==> src/rtl/ppmcs_pkg.sv <==
`timescale 1ns / 1ps
// ----------------------------------------------------------------------------
// ppmcs_pkg
// Shared types and constants of the preemptive priority multi-cpu scheduler.
// ----------------------------------------------------------------------------
package ppmcs_pkg;

  localparam int MAX_JOBS = 64;
  localparam int MAX_CPUS = 4;
  localparam int IDX_W    = $clog2(MAX_JOBS);
  localparam int CNT_W    = $clog2(MAX_JOBS + 1);
  localparam int CPU_W    = 2;
  localparam int NCPU_W   = 3;
  localparam int TIME_W   = 16;
  localparam int PRI_W    = 8;

  localparam logic [CNT_W-1:0]  JOBS_FULL = CNT_W'(MAX_JOBS);
  localparam logic [NCPU_W-1:0] CPUS_MAX  = NCPU_W'(MAX_CPUS);
  localparam logic [TIME_W-1:0] TIME_MAX  = '1;

  // input kinds carried in tuser
  localparam logic MODE_LOAD = 1'b0;
  localparam logic MODE_TICK = 1'b1;

  typedef enum logic [2:0] {
    ST_IDLE,
    ST_SCAN,
    ST_UPDATE,
    ST_EMIT,
    ST_WAIT
  } state_e;

  // one entry of the running top list
  typedef struct packed {
    logic              vld;
    logic [IDX_W-1:0]  idx;
    logic [PRI_W-1:0]  pri;
    logic [TIME_W-1:0] arr;
    logic [TIME_W-1:0] rem;
  } slot_t;

  // controller to datapath
  typedef struct packed {
    logic in_ready;
    logic scan_en;
    logic upd_en;
    logic emit_en;
  } cmd_t;

  // datapath to controller
  typedef struct packed {
    logic in_hs;
    logic in_mode;
    logic scan_busy;
    logic upd_last;
    logic out_hs;
    logic out_last;
  } status_t;

endpackage

==> src/rtl/ppmcs_ctrl.sv <==
`timescale 1ns / 1ps
// ----------------------------------------------------------------------------
// ppmcs_ctrl
// Sequencer: load or tick, table scan, remaining-time update, result output.
// ----------------------------------------------------------------------------
module ppmcs_ctrl (
  input  logic               clk_i,
  input  logic               rst_ni,
  input  ppmcs_pkg::status_t status_i,
  output ppmcs_pkg::cmd_t    cmd_o
);
  import ppmcs_pkg::*;

  state_e state_q, state_d;

  // state register
  always_ff @(posedge clk_i or negedge rst_ni) begin
    if (!rst_ni) begin
      state_q <= ST_IDLE;
    end else begin
      state_q <= state_d;
    end
  end

  // next state
  always_comb begin
    state_d = state_q;
    unique case (state_q)
      ST_IDLE: begin
        if (status_i.in_hs) begin
          state_d = (status_i.in_mode == MODE_TICK) ? ST_SCAN : ST_WAIT;
        end
      end
      ST_SCAN: begin
        if (!status_i.scan_busy) state_d = ST_UPDATE;
      end
      ST_UPDATE: begin
        if (status_i.upd_last) state_d = ST_EMIT;
      end
      ST_EMIT: state_d = ST_WAIT;
      ST_WAIT: begin
        if (status_i.out_hs) state_d = status_i.out_last ? ST_IDLE : ST_EMIT;
      end
      default: state_d = ST_IDLE;
    endcase
  end

  // command outputs
  always_comb begin
    cmd_o = '0;
    unique case (state_q)
      ST_IDLE:   cmd_o.in_ready = 1'b1;
      ST_SCAN:   cmd_o.scan_en  = 1'b1;
      ST_UPDATE: cmd_o.upd_en   = 1'b1;
      ST_EMIT:   cmd_o.emit_en  = 1'b1;
      ST_WAIT:   cmd_o = '0;
      default:   cmd_o = '0;
    endcase
  end

endmodule

==> src/rtl/ppmcs_dp.sv <==
`timescale 1ns / 1ps
// ----------------------------------------------------------------------------
// ppmcs_dp
// Job tables, top-list insertion during the scan, counters and output register.
// ----------------------------------------------------------------------------
module ppmcs_dp (
  input  logic               clk_i,
  input  logic               rst_ni,
  input  ppmcs_pkg::cmd_t    cmd_i,
  output ppmcs_pkg::status_t status_o,
  input  logic               cfg_valid_i,
  output logic               cfg_ready_o,
  input  logic [7:0]         cfg_data_i,
  input  logic               s_axis_tvalid,
  output logic               s_axis_tready,
  input  logic [39:0]        s_axis_tdata,
  input  logic [0:0]         s_axis_tuser,
  output logic               m_axis_tvalid,
  input  logic               m_axis_tready,
  output logic [31:0]        m_axis_tdata,
  output logic               m_axis_tlast
);
  import ppmcs_pkg::*;

  // job tables
  logic [TIME_W-1:0] arr_mem [MAX_JOBS];
  logic [TIME_W-1:0] rem_mem [MAX_JOBS];
  logic [PRI_W-1:0]  pri_mem [MAX_JOBS];

  logic [NCPU_W-1:0] cfg_q;
  logic [CNT_W-1:0]  loaded_q, unfin_q, scan_q;
  logic [TIME_W-1:0] time_q;
  logic [CPU_W-1:0]  cpu_q;
  logic              tick_q;
  logic              rd_vld_q;
  logic [IDX_W-1:0]  rd_idx_q;
  logic [TIME_W-1:0] rd_arr_q, rd_rem_q;
  logic [PRI_W-1:0]  rd_pri_q;
  slot_t             top_q [MAX_CPUS];
  slot_t             cand;
  logic [MAX_CPUS-1:0] ahead;

  logic              out_vld_q, out_last_q;
  logic [31:0]       out_data_q;

  logic [TIME_W-1:0] in_arr, in_dur;
  logic [PRI_W-1:0]  in_pri;
  logic              in_hs, out_hs, full, load_ok, scan_more;
  logic [NCPU_W-1:0] ncpu;
  logic [CPU_W-1:0]  cpu_last;
  slot_t             cur;
  logic              cur_fin;

  assign in_arr = s_axis_tdata[15:0];
  assign in_dur = s_axis_tdata[31:16];
  assign in_pri = s_axis_tdata[39:32];

  assign s_axis_tready = cmd_i.in_ready;
  assign in_hs     = s_axis_tvalid && s_axis_tready;
  assign out_hs    = out_vld_q && m_axis_tready;
  assign full      = (loaded_q == JOBS_FULL);
  assign load_ok   = in_hs && (s_axis_tuser[0] == MODE_LOAD) && !full;
  assign scan_more = (scan_q < loaded_q);

  // effective cpu count, clamped to 1..MAX_CPUS
  always_comb begin
    priority if (cfg_q == '0) ncpu = NCPU_W'(1);
    else if (cfg_q > CPUS_MAX) ncpu = CPUS_MAX;
    else ncpu = cfg_q;
  end
  assign cpu_last = CPU_W'(ncpu - NCPU_W'(1));
  assign cur      = top_q[cpu_q];
  assign cur_fin  = cur.vld && (cur.rem == TIME_W'(1));

  assign status_o.in_hs     = in_hs;
  assign status_o.in_mode   = s_axis_tuser[0];
  assign status_o.scan_busy = scan_more || rd_vld_q;
  assign status_o.upd_last  = (cpu_q == cpu_last);
  assign status_o.out_hs    = out_hs;
  assign status_o.out_last  = out_last_q;

  // configuration register
  assign cfg_ready_o = 1'b1;
  always_ff @(posedge clk_i or negedge rst_ni) begin
    if (!rst_ni) begin
      cfg_q <= CPUS_MAX;
    end else if (cfg_valid_i) begin
      cfg_q <= cfg_data_i[NCPU_W-1:0];
    end
  end

  // table writes and the scan read port
  always_ff @(posedge clk_i) begin
    if (load_ok) begin
      arr_mem[loaded_q[IDX_W-1:0]] <= in_arr;
      rem_mem[loaded_q[IDX_W-1:0]] <= in_dur;
      pri_mem[loaded_q[IDX_W-1:0]] <= in_pri;
    end else if (cmd_i.upd_en && cur.vld) begin
      rem_mem[cur.idx] <= cur.rem - TIME_W'(1);
    end
    rd_arr_q <= arr_mem[scan_q[IDX_W-1:0]];
    rd_rem_q <= rem_mem[scan_q[IDX_W-1:0]];
    rd_pri_q <= pri_mem[scan_q[IDX_W-1:0]];
    rd_idx_q <= scan_q[IDX_W-1:0];
  end

  // candidate from the read stage and its place in the sorted list
  always_comb begin
    cand.vld = rd_vld_q && (rd_rem_q != '0) && (rd_arr_q <= time_q);
    cand.idx = rd_idx_q;
    cand.pri = rd_pri_q;
    cand.arr = rd_arr_q;
    cand.rem = rd_rem_q;
    for (int k = 0; k < MAX_CPUS; k++) begin
      ahead[k] = !top_q[k].vld || (cand.pri > top_q[k].pri) ||
                 ((cand.pri == top_q[k].pri) && (cand.arr < top_q[k].arr));
    end
  end

  // control registers, scan and top list
  always_ff @(posedge clk_i or negedge rst_ni) begin
    if (!rst_ni) begin
      loaded_q <= '0;
      unfin_q  <= '0;
      scan_q   <= '0;
      time_q   <= '0;
      cpu_q    <= '0;
      tick_q   <= 1'b0;
      rd_vld_q <= 1'b0;
      for (int k = 0; k < MAX_CPUS; k++) top_q[k] <= '0;
    end else begin
      rd_vld_q <= cmd_i.scan_en && scan_more;
      if (in_hs) begin
        tick_q <= (s_axis_tuser[0] == MODE_TICK);
        scan_q <= '0;
        cpu_q  <= '0;
        for (int k = 0; k < MAX_CPUS; k++) top_q[k] <= '0;
      end
      if (load_ok) begin
        loaded_q <= loaded_q + CNT_W'(1);
        if (in_dur != '0) unfin_q <= unfin_q + CNT_W'(1);
      end
      if (cmd_i.scan_en && scan_more) scan_q <= scan_q + CNT_W'(1);
      if (cand.vld) begin
        if (ahead[0]) top_q[0] <= cand;
        for (int k = 1; k < MAX_CPUS; k++) begin
          if (ahead[k]) top_q[k] <= ahead[k-1] ? top_q[k-1] : cand;
        end
      end
      if (cmd_i.upd_en) begin
        if (cur_fin) unfin_q <= unfin_q - CNT_W'(1);
        cpu_q <= status_o.upd_last ? '0 : cpu_q + CPU_W'(1);
      end
      if (out_hs) begin
        if (!out_last_q) begin
          cpu_q <= cpu_q + CPU_W'(1);
        end else if (tick_q && (unfin_q != '0) && (time_q != TIME_MAX)) begin
          time_q <= time_q + TIME_W'(1);
        end
      end
    end
  end

  // output register
  always_ff @(posedge clk_i or negedge rst_ni) begin
    if (!rst_ni) begin
      out_vld_q <= 1'b0;
    end else if (in_hs && (s_axis_tuser[0] == MODE_LOAD)) begin
      out_vld_q <= 1'b1;
    end else if (cmd_i.emit_en) begin
      out_vld_q <= 1'b1;
    end else if (out_hs) begin
      out_vld_q <= 1'b0;
    end
  end

  // top-list rem still holds the value before the update, so one means finished
  always_ff @(posedge clk_i) begin
    if (in_hs && (s_axis_tuser[0] == MODE_LOAD)) begin
      out_last_q <= 1'b1;
      out_data_q <= {4'b0, full,
                     (unfin_q == '0) && !(load_ok && (in_dur != '0)),
                     time_q, 1'b0,
                     full ? IDX_W'(0) : loaded_q[IDX_W-1:0],
                     1'b0, CPU_W'(0)};
    end else if (cmd_i.emit_en) begin
      out_last_q <= (cpu_q == cpu_last);
      out_data_q <= {4'b0, 1'b0, (unfin_q == '0), time_q,
                     cur_fin,
                     cur.vld ? cur.idx : IDX_W'(0),
                     cur.vld, cpu_q};
    end
  end

  assign m_axis_tvalid = out_vld_q;
  assign m_axis_tdata  = out_data_q;
  assign m_axis_tlast  = out_last_q;

  // unfinished jobs never outnumber loaded ones
  a_unfin_bound: assert property (@(posedge clk_i) disable iff (!rst_ni)
    unfin_q <= loaded_q) else $error("unfinished count exceeds loaded count");

  // scan pointer stays within the loaded part of the table
  a_scan_bound: assert property (@(posedge clk_i) disable iff (!rst_ni)
    scan_q <= loaded_q) else $error("scan pointer beyond table");

  // no new transaction is taken while a result is pending
  a_no_accept_busy: assert property (@(posedge clk_i) disable iff (!rst_ni)
    out_vld_q |-> !s_axis_tready) else $error("input taken with result pending");

  // time only moves on the closing result of a tick
  a_time_step: assert property (@(posedge clk_i) disable iff (!rst_ni)
    (time_q != $past(time_q)) |-> $past(out_hs && out_last_q && tick_q))
    else $error("time advanced outside tick end");

endmodule

==> src/rtl/preemptive_priority_multi_cpu_scheduler_top.sv <==
`timescale 1ns / 1ps
// A load's result is registered and offered in the cycle after acceptance.
// A tick scans the job table one entry per cycle (single read port of the
// job tables), then updates remaining times and gives one result per cpu.
// One input transaction is worked on at a time.
// Reset clears the job count, time and control; the tables need no clearing.
// ----------------------------------------------------------------------------
// preemptive_priority_multi_cpu_scheduler_top
// Priority scheduler of a job table over several cpus, one tick at a time.
// ----------------------------------------------------------------------------
module preemptive_priority_multi_cpu_scheduler_top (
  input  logic        clk_i,
  input  logic        rst_ni,
  input  logic        cfg_valid_i,
  output logic        cfg_ready_o,
  input  logic [7:0]  cfg_data_i,    // [2:0] active_cpus
  input  logic        s_axis_tvalid,
  output logic        s_axis_tready,
  input  logic [39:0] s_axis_tdata,  // job_arrival, job_duration, job_priority
  input  logic [0:0]  s_axis_tuser,  // mode
  output logic        m_axis_tvalid,
  input  logic        m_axis_tready,
  output logic [31:0] m_axis_tdata,  // cpu_index, job_valid, job_index,
                                     // job_finished, tick_time, all_done,
                                     // load_rejected
  output logic        m_axis_tlast
);
  import ppmcs_pkg::*;

  cmd_t    cmd;
  status_t status;

  ppmcs_ctrl u_ctrl (
    .clk_i    (clk_i),
    .rst_ni   (rst_ni),
    .status_i (status),
    .cmd_o    (cmd)
  );

  ppmcs_dp u_dp (
    .clk_i         (clk_i),
    .rst_ni        (rst_ni),
    .cmd_i         (cmd),
    .status_o      (status),
    .cfg_valid_i   (cfg_valid_i),
    .cfg_ready_o   (cfg_ready_o),
    .cfg_data_i    (cfg_data_i),
    .s_axis_tvalid (s_axis_tvalid),
    .s_axis_tready (s_axis_tready),
    .s_axis_tdata  (s_axis_tdata),
    .s_axis_tuser  (s_axis_tuser),
    .m_axis_tvalid (m_axis_tvalid),
    .m_axis_tready (m_axis_tready),
    .m_axis_tdata  (m_axis_tdata),
    .m_axis_tlast  (m_axis_tlast)
  );

endmodule

==> config.mk <==
export PLATFORM = sky130hd
export DESIGN_NAME = preemptive_priority_multi_cpu_scheduler_top
export DESIGN_NICKNAME = d
export VERILOG_FILES = /design/src/rtl/ppmcs_pkg.sv /design/src/rtl/ppmcs_ctrl.sv /design/src/rtl/ppmcs_dp.sv /design/src/rtl/preemptive_priority_multi_cpu_scheduler_top.sv
export SDC_FILE = /design/constraint.sdc
export NUM_CORES = 2
export LEC_CHECK = 0
export BUFFER_PORTS_ARGS = -buffer_cell sky130_fd_sc_hd__buf_2
export CORE_MARGIN = 4
export CORE_UTILIZATION = 57
export DETAILED_ROUTE_END_ITERATION = 10
export PLACE_DENSITY = 0.76
export SETUP_SLACK_MARGIN = 0.15
export SLEW_MARGIN = 20
export SYNTH_ARGS = -nofsm -noshare
export SYNTH_HDL_FRONTEND = slang
export SYNTH_SLANG_ARGS = --single-unit
export TNS_END_PERCENT = 20
==> constraint.sdc <==
create_clock -name clk_i -period 4.9 [get_ports clk_i]
set_input_delay 0.98 -clock clk_i [delete_from_list [all_inputs] [get_ports clk_i]]
set_output_delay 0.98 -clock clk_i [all_outputs]
set_load 0.03 [all_outputs]
==> summary.md <==
| Metric | Value |
|---|---|
| Vias in the first global route | `about 60000` |
| Kind of critical path | `reg -> reg` |
| Non-filler instance count after layout | `8658` |
| Num CTS Buffers | `~300` |
| RSZ-0062 raised after global routing | `false` |
| Placed Cells | `approximately 8100` |
| GRT overflow | `0` |
| Hpwl dp | `around 160 mm` |
| Crit-path max FO | `24` |
| Critical path required time | `5.45 ns` |
| Prevailing post-synth register cell | `edfxtp_1` |
| Die W | `between 400 and 500 um` |
| Most common cell after layout, fill and taps aside | `edfxtp_1` |
| Clk sinks | `approximately 2900` |
| CTS Hold Bufs | `0` |
| Syn Inst Count | `5434` |
| Netlist cell types | `between 70 and 80` |
| Rows | `164` |
| Total Routed Length | `~290 mm` |
| Slew HR | `18.3%` |
| Mapped Avg Cell Area | `21.1 um2` |
| Yosys reg bits | `2871` |
| Synthesis-to-finish area growth | `12.9%` |
| DR WL/cell | `34.0 um` |
| Final setup viols | `0` |
| Largest net degree at the start of global routing | `approximately 110` |
| Element type at the critical path end | `flop` |
| Synth Cell Area | `approximately 0.11 mm2` |
| Total negative slack | `0 ns` |
| Fmax | `0.237 GHz` |
| Worst-path clk slew | `roughly 0.06 ns` |
| Ranking of synthesized cells by area | `edfxtp_1, mux4_2, dfrtp_1` |
| Clk_skew | `between 0.06 and 0.07 ns` |
| Fill count | `~12000` |
| Max Buffers Root-to-Sink | `4` |
| TritonCTS clock tree | `yes` |
| Startpoint types | `flop` |
| Slowest stage cell on the critical path | `and2_0` |
| DIE AREA | `0.209 mm2` |
| Total of warnings raised by yosys | `0` |
| DRC Markers | `0` |
| Share of the synthesized area in the top cell type | `about two thirds` |
| Critical Path Most Common Cell | `buf_4` |
| DP Worst Slack | `approximately 0.45 ns` |
| GRT Total Usage | `between 20 and 30%` |
| Initial core utilization | `roughly 57%` |
| Cell Pwr Density | `around 540 mW/mm2` |
| Via count | `a little under 60000` |
| Routed Antenna Nets | `0` |
| Leak pwr | `about 42 nW` |
| Fin crit period | `approximately 4.2 ns` |
| Post-CTS Setup Bufs | `0` |
| Post-synth ARST share | `under 10%` |
| Max Cap Viol | `0` |
| Final period util | `about 86%` |
| Slew Viols, Final | `0` |
| Share of cells above drive strength 1 | `between 20% and 30%` |
| Core footprint | `0.200 mm2` |
| Pre-antenna DRT Iters | `8` |
| Worst-Skew Late Latency | `0.95 ns` |
| Clk Tree Root Cell | `clkbuf_16` |
| Most frequent cells in the layout | `edfxtp_1, mux4_2, clkbuf_16, mux2i_1, buf_4` |
| Port Buffers | `between 70 and 80` |
| Initial antenna violation count | `29` |
| Slack of the critical path | `0.683 ns` |
| Via density | `6.79` |
| Peak supply drop | `around 0.43 mV` |
| Nets | `around 6000` |
| Chip height | `roughly 460 um` |
| Outcome | `completed` |
| Worst path arrival time | `4.77 ns` |
| Iter 0 DRT Violations | `~8800` |
| Routability cong. | `around 0.85` |
| Hold_ws | `between 0.06 and 0.07 ns` |
| Leading area contributor after synthesis | `edfxtp_1` |
| H-tree depth | `5` |
| Post_cts resized | `0` |
| Post-synth EDFFs | `roughly 2600` |
| # IOs | `90` |
| CP cell instances | `or4b_4 -> a311oi_2 -> and2_0 -> nand2_1 -> buf_4 -> nor2_4 -> buf_4` |
| Hold Vio Cnt, Final | `0` |
| Hold Path Class | `in -> async` |
| Seq/Total Area, Yosys | `around 74%` |
| Worst-Margin Slew | `1.22 ns` |
| Crit path largest cell delay | `approximately 0.67 ns` |
| First-pass GRT wire length | `between 400 and 500 mm` |
## per-layer routing
| layer | GRT usage (%) | vias up | routed length [um] |
|---|---|---|---|
| met1 | 40.0 | 30774 | 107000 |
| met2 | 44.4 | 4254 | 142000 |
| met5 | 0 | - | 118 |
| met3 | 7.42 | 667 | 34800 |
| li1 | - | 23092 | - |
| met4 | 9.41 | 16 | 10700 |
## stage by stage
| step | area (um2) | power [W] | util (%) |
|---|---|---|---|
| after global placement | 120000 | 0.0477 | 60.1 |
| after global routing | 130000 | 0.0727 | 64.8 |
| after detailed placement | 120000 | 0.0481 | 60.1 |
| after floorplan | 115000 | 0.0418 | - |
| after CTS | 130000 | 0.0702 | 64.7 |
| final | 130000 | 0.0701 | 64.8 |
## state kept, by name (all words and copies together), names as in the netlist, 3 cells and up
name	flops
u_ctrl.state_q	3
u_dp.scan_q	7
u_dp.loaded_q	7
u_dp.cfg_q	3
u_dp.rd_pri_q	8
u_dp.pri_mem	512
u_dp.rd_rem_q	16
u_dp.rd_idx_q	6
u_dp.rem_mem	1024
u_dp.unfin_q	7
u_dp.arr_mem	1024
u_dp.rd_arr_q	16
u_dp.top_q	188
u_dp.m_axis_tdata	28
u_dp.time_q	16
## critical path: cells and delay by family, from the launching register on
kind	cells	cell delay [ns]
AND/OR/NAND/NOR	4	2.08
buffers and inverters	2	0.87
flip-flops	1	0.53
AO/OA/AOI/OAI	1	0.36
## layout make-up
class	instances	area (um2)	share of cell area, %
diodes	12	30.0	0.0232
flip-flops and latches	2871	84500	65.2
well taps	2656	3320	2.56
clock inverters	148	1470	1.14
repair buffers	333	2710	2.09
multi-input cells	2154	29200	22.5
clock buffers	354	7840	6.04
inverters	130	488	0.376
## synth_stat cells, types with 19 or more instances
library cell / n
and3_1: 29
mux2_2: 20
nand4_1: 19
nor2_1: 198
ha_1: 123
dfrtp_1: 235
clkbuf_1: 181
inv_1: 130
a21oi_1: 45
buf_1: 29
nor3_1: 21
dfxtp_1: 51
xnor2_1: 28
nand3_1: 32
o21ai_0: 48
buf_2: 62
mux2i_1: 282
edfxtp_1: 2584
nand2_1: 240
mux4_2: 863
a31o_2: 23
## where the power goes
| part | switching (W) | internal [W] | total (W) | leakage, nW |
|---|---|---|---|---|
| Sequential | 0.00137 | 0.0279 | 0.0292 | 26.7 |
| Combinational | 0.0104 | 0.00841 | 0.0188 | 11.3 |
| Clock | 0.00923 | 0.0128 | 0.0220 | 4.52 |
| Total | 0.0210 | 0.0491 | 0.0701 | 42.5 |
## path summary, 6_finish.rpt
check | from | end | slack (ns) | cells past startpoint
setup / recovery | u_ctrl.state_q[1] | u_dp.arr_mem[13][2] | 0.68 | 7
hold / removal | rst_ni | u_dp.top_q[51] | 0.06 | 1
setup reg to reg | u_ctrl.state_q[1] | u_dp.arr_mem[13][2] | 0.68 | 7
hold reg to reg | u_dp.m_axis_tdata[0] | u_dp.m_axis_tdata[0] | 0.46 | 2
max in group asynchronous | rst_ni | u_dp.top_q[175] | 3.66 | 2
min in group clk_i | cfg_data_i[0] | u_dp.cfg_q[0] | 0.30 | 2
## logic make-up (layout without fill, tap and decap cells)
kind of cell | count (synthesis) | in the layout | share of synthesized area (%)
DFF | 2871 | 2871 | 73.6
muxes | 1170 | 1170 | 19.6
and+or+nand+nor | 615 | 615 | 2.40
buffers and inverters | 412 | 965 | 1.45
AOI/OAI and AO/OA | 198 | 198 | 1.18
adders and majority gates | 123 | 123 | 1.34
xor gates and xnor gates | 43 | 43 | 0.328
other | 2 | 17 | 0.00654
Power figures use the tool's default switching activity.
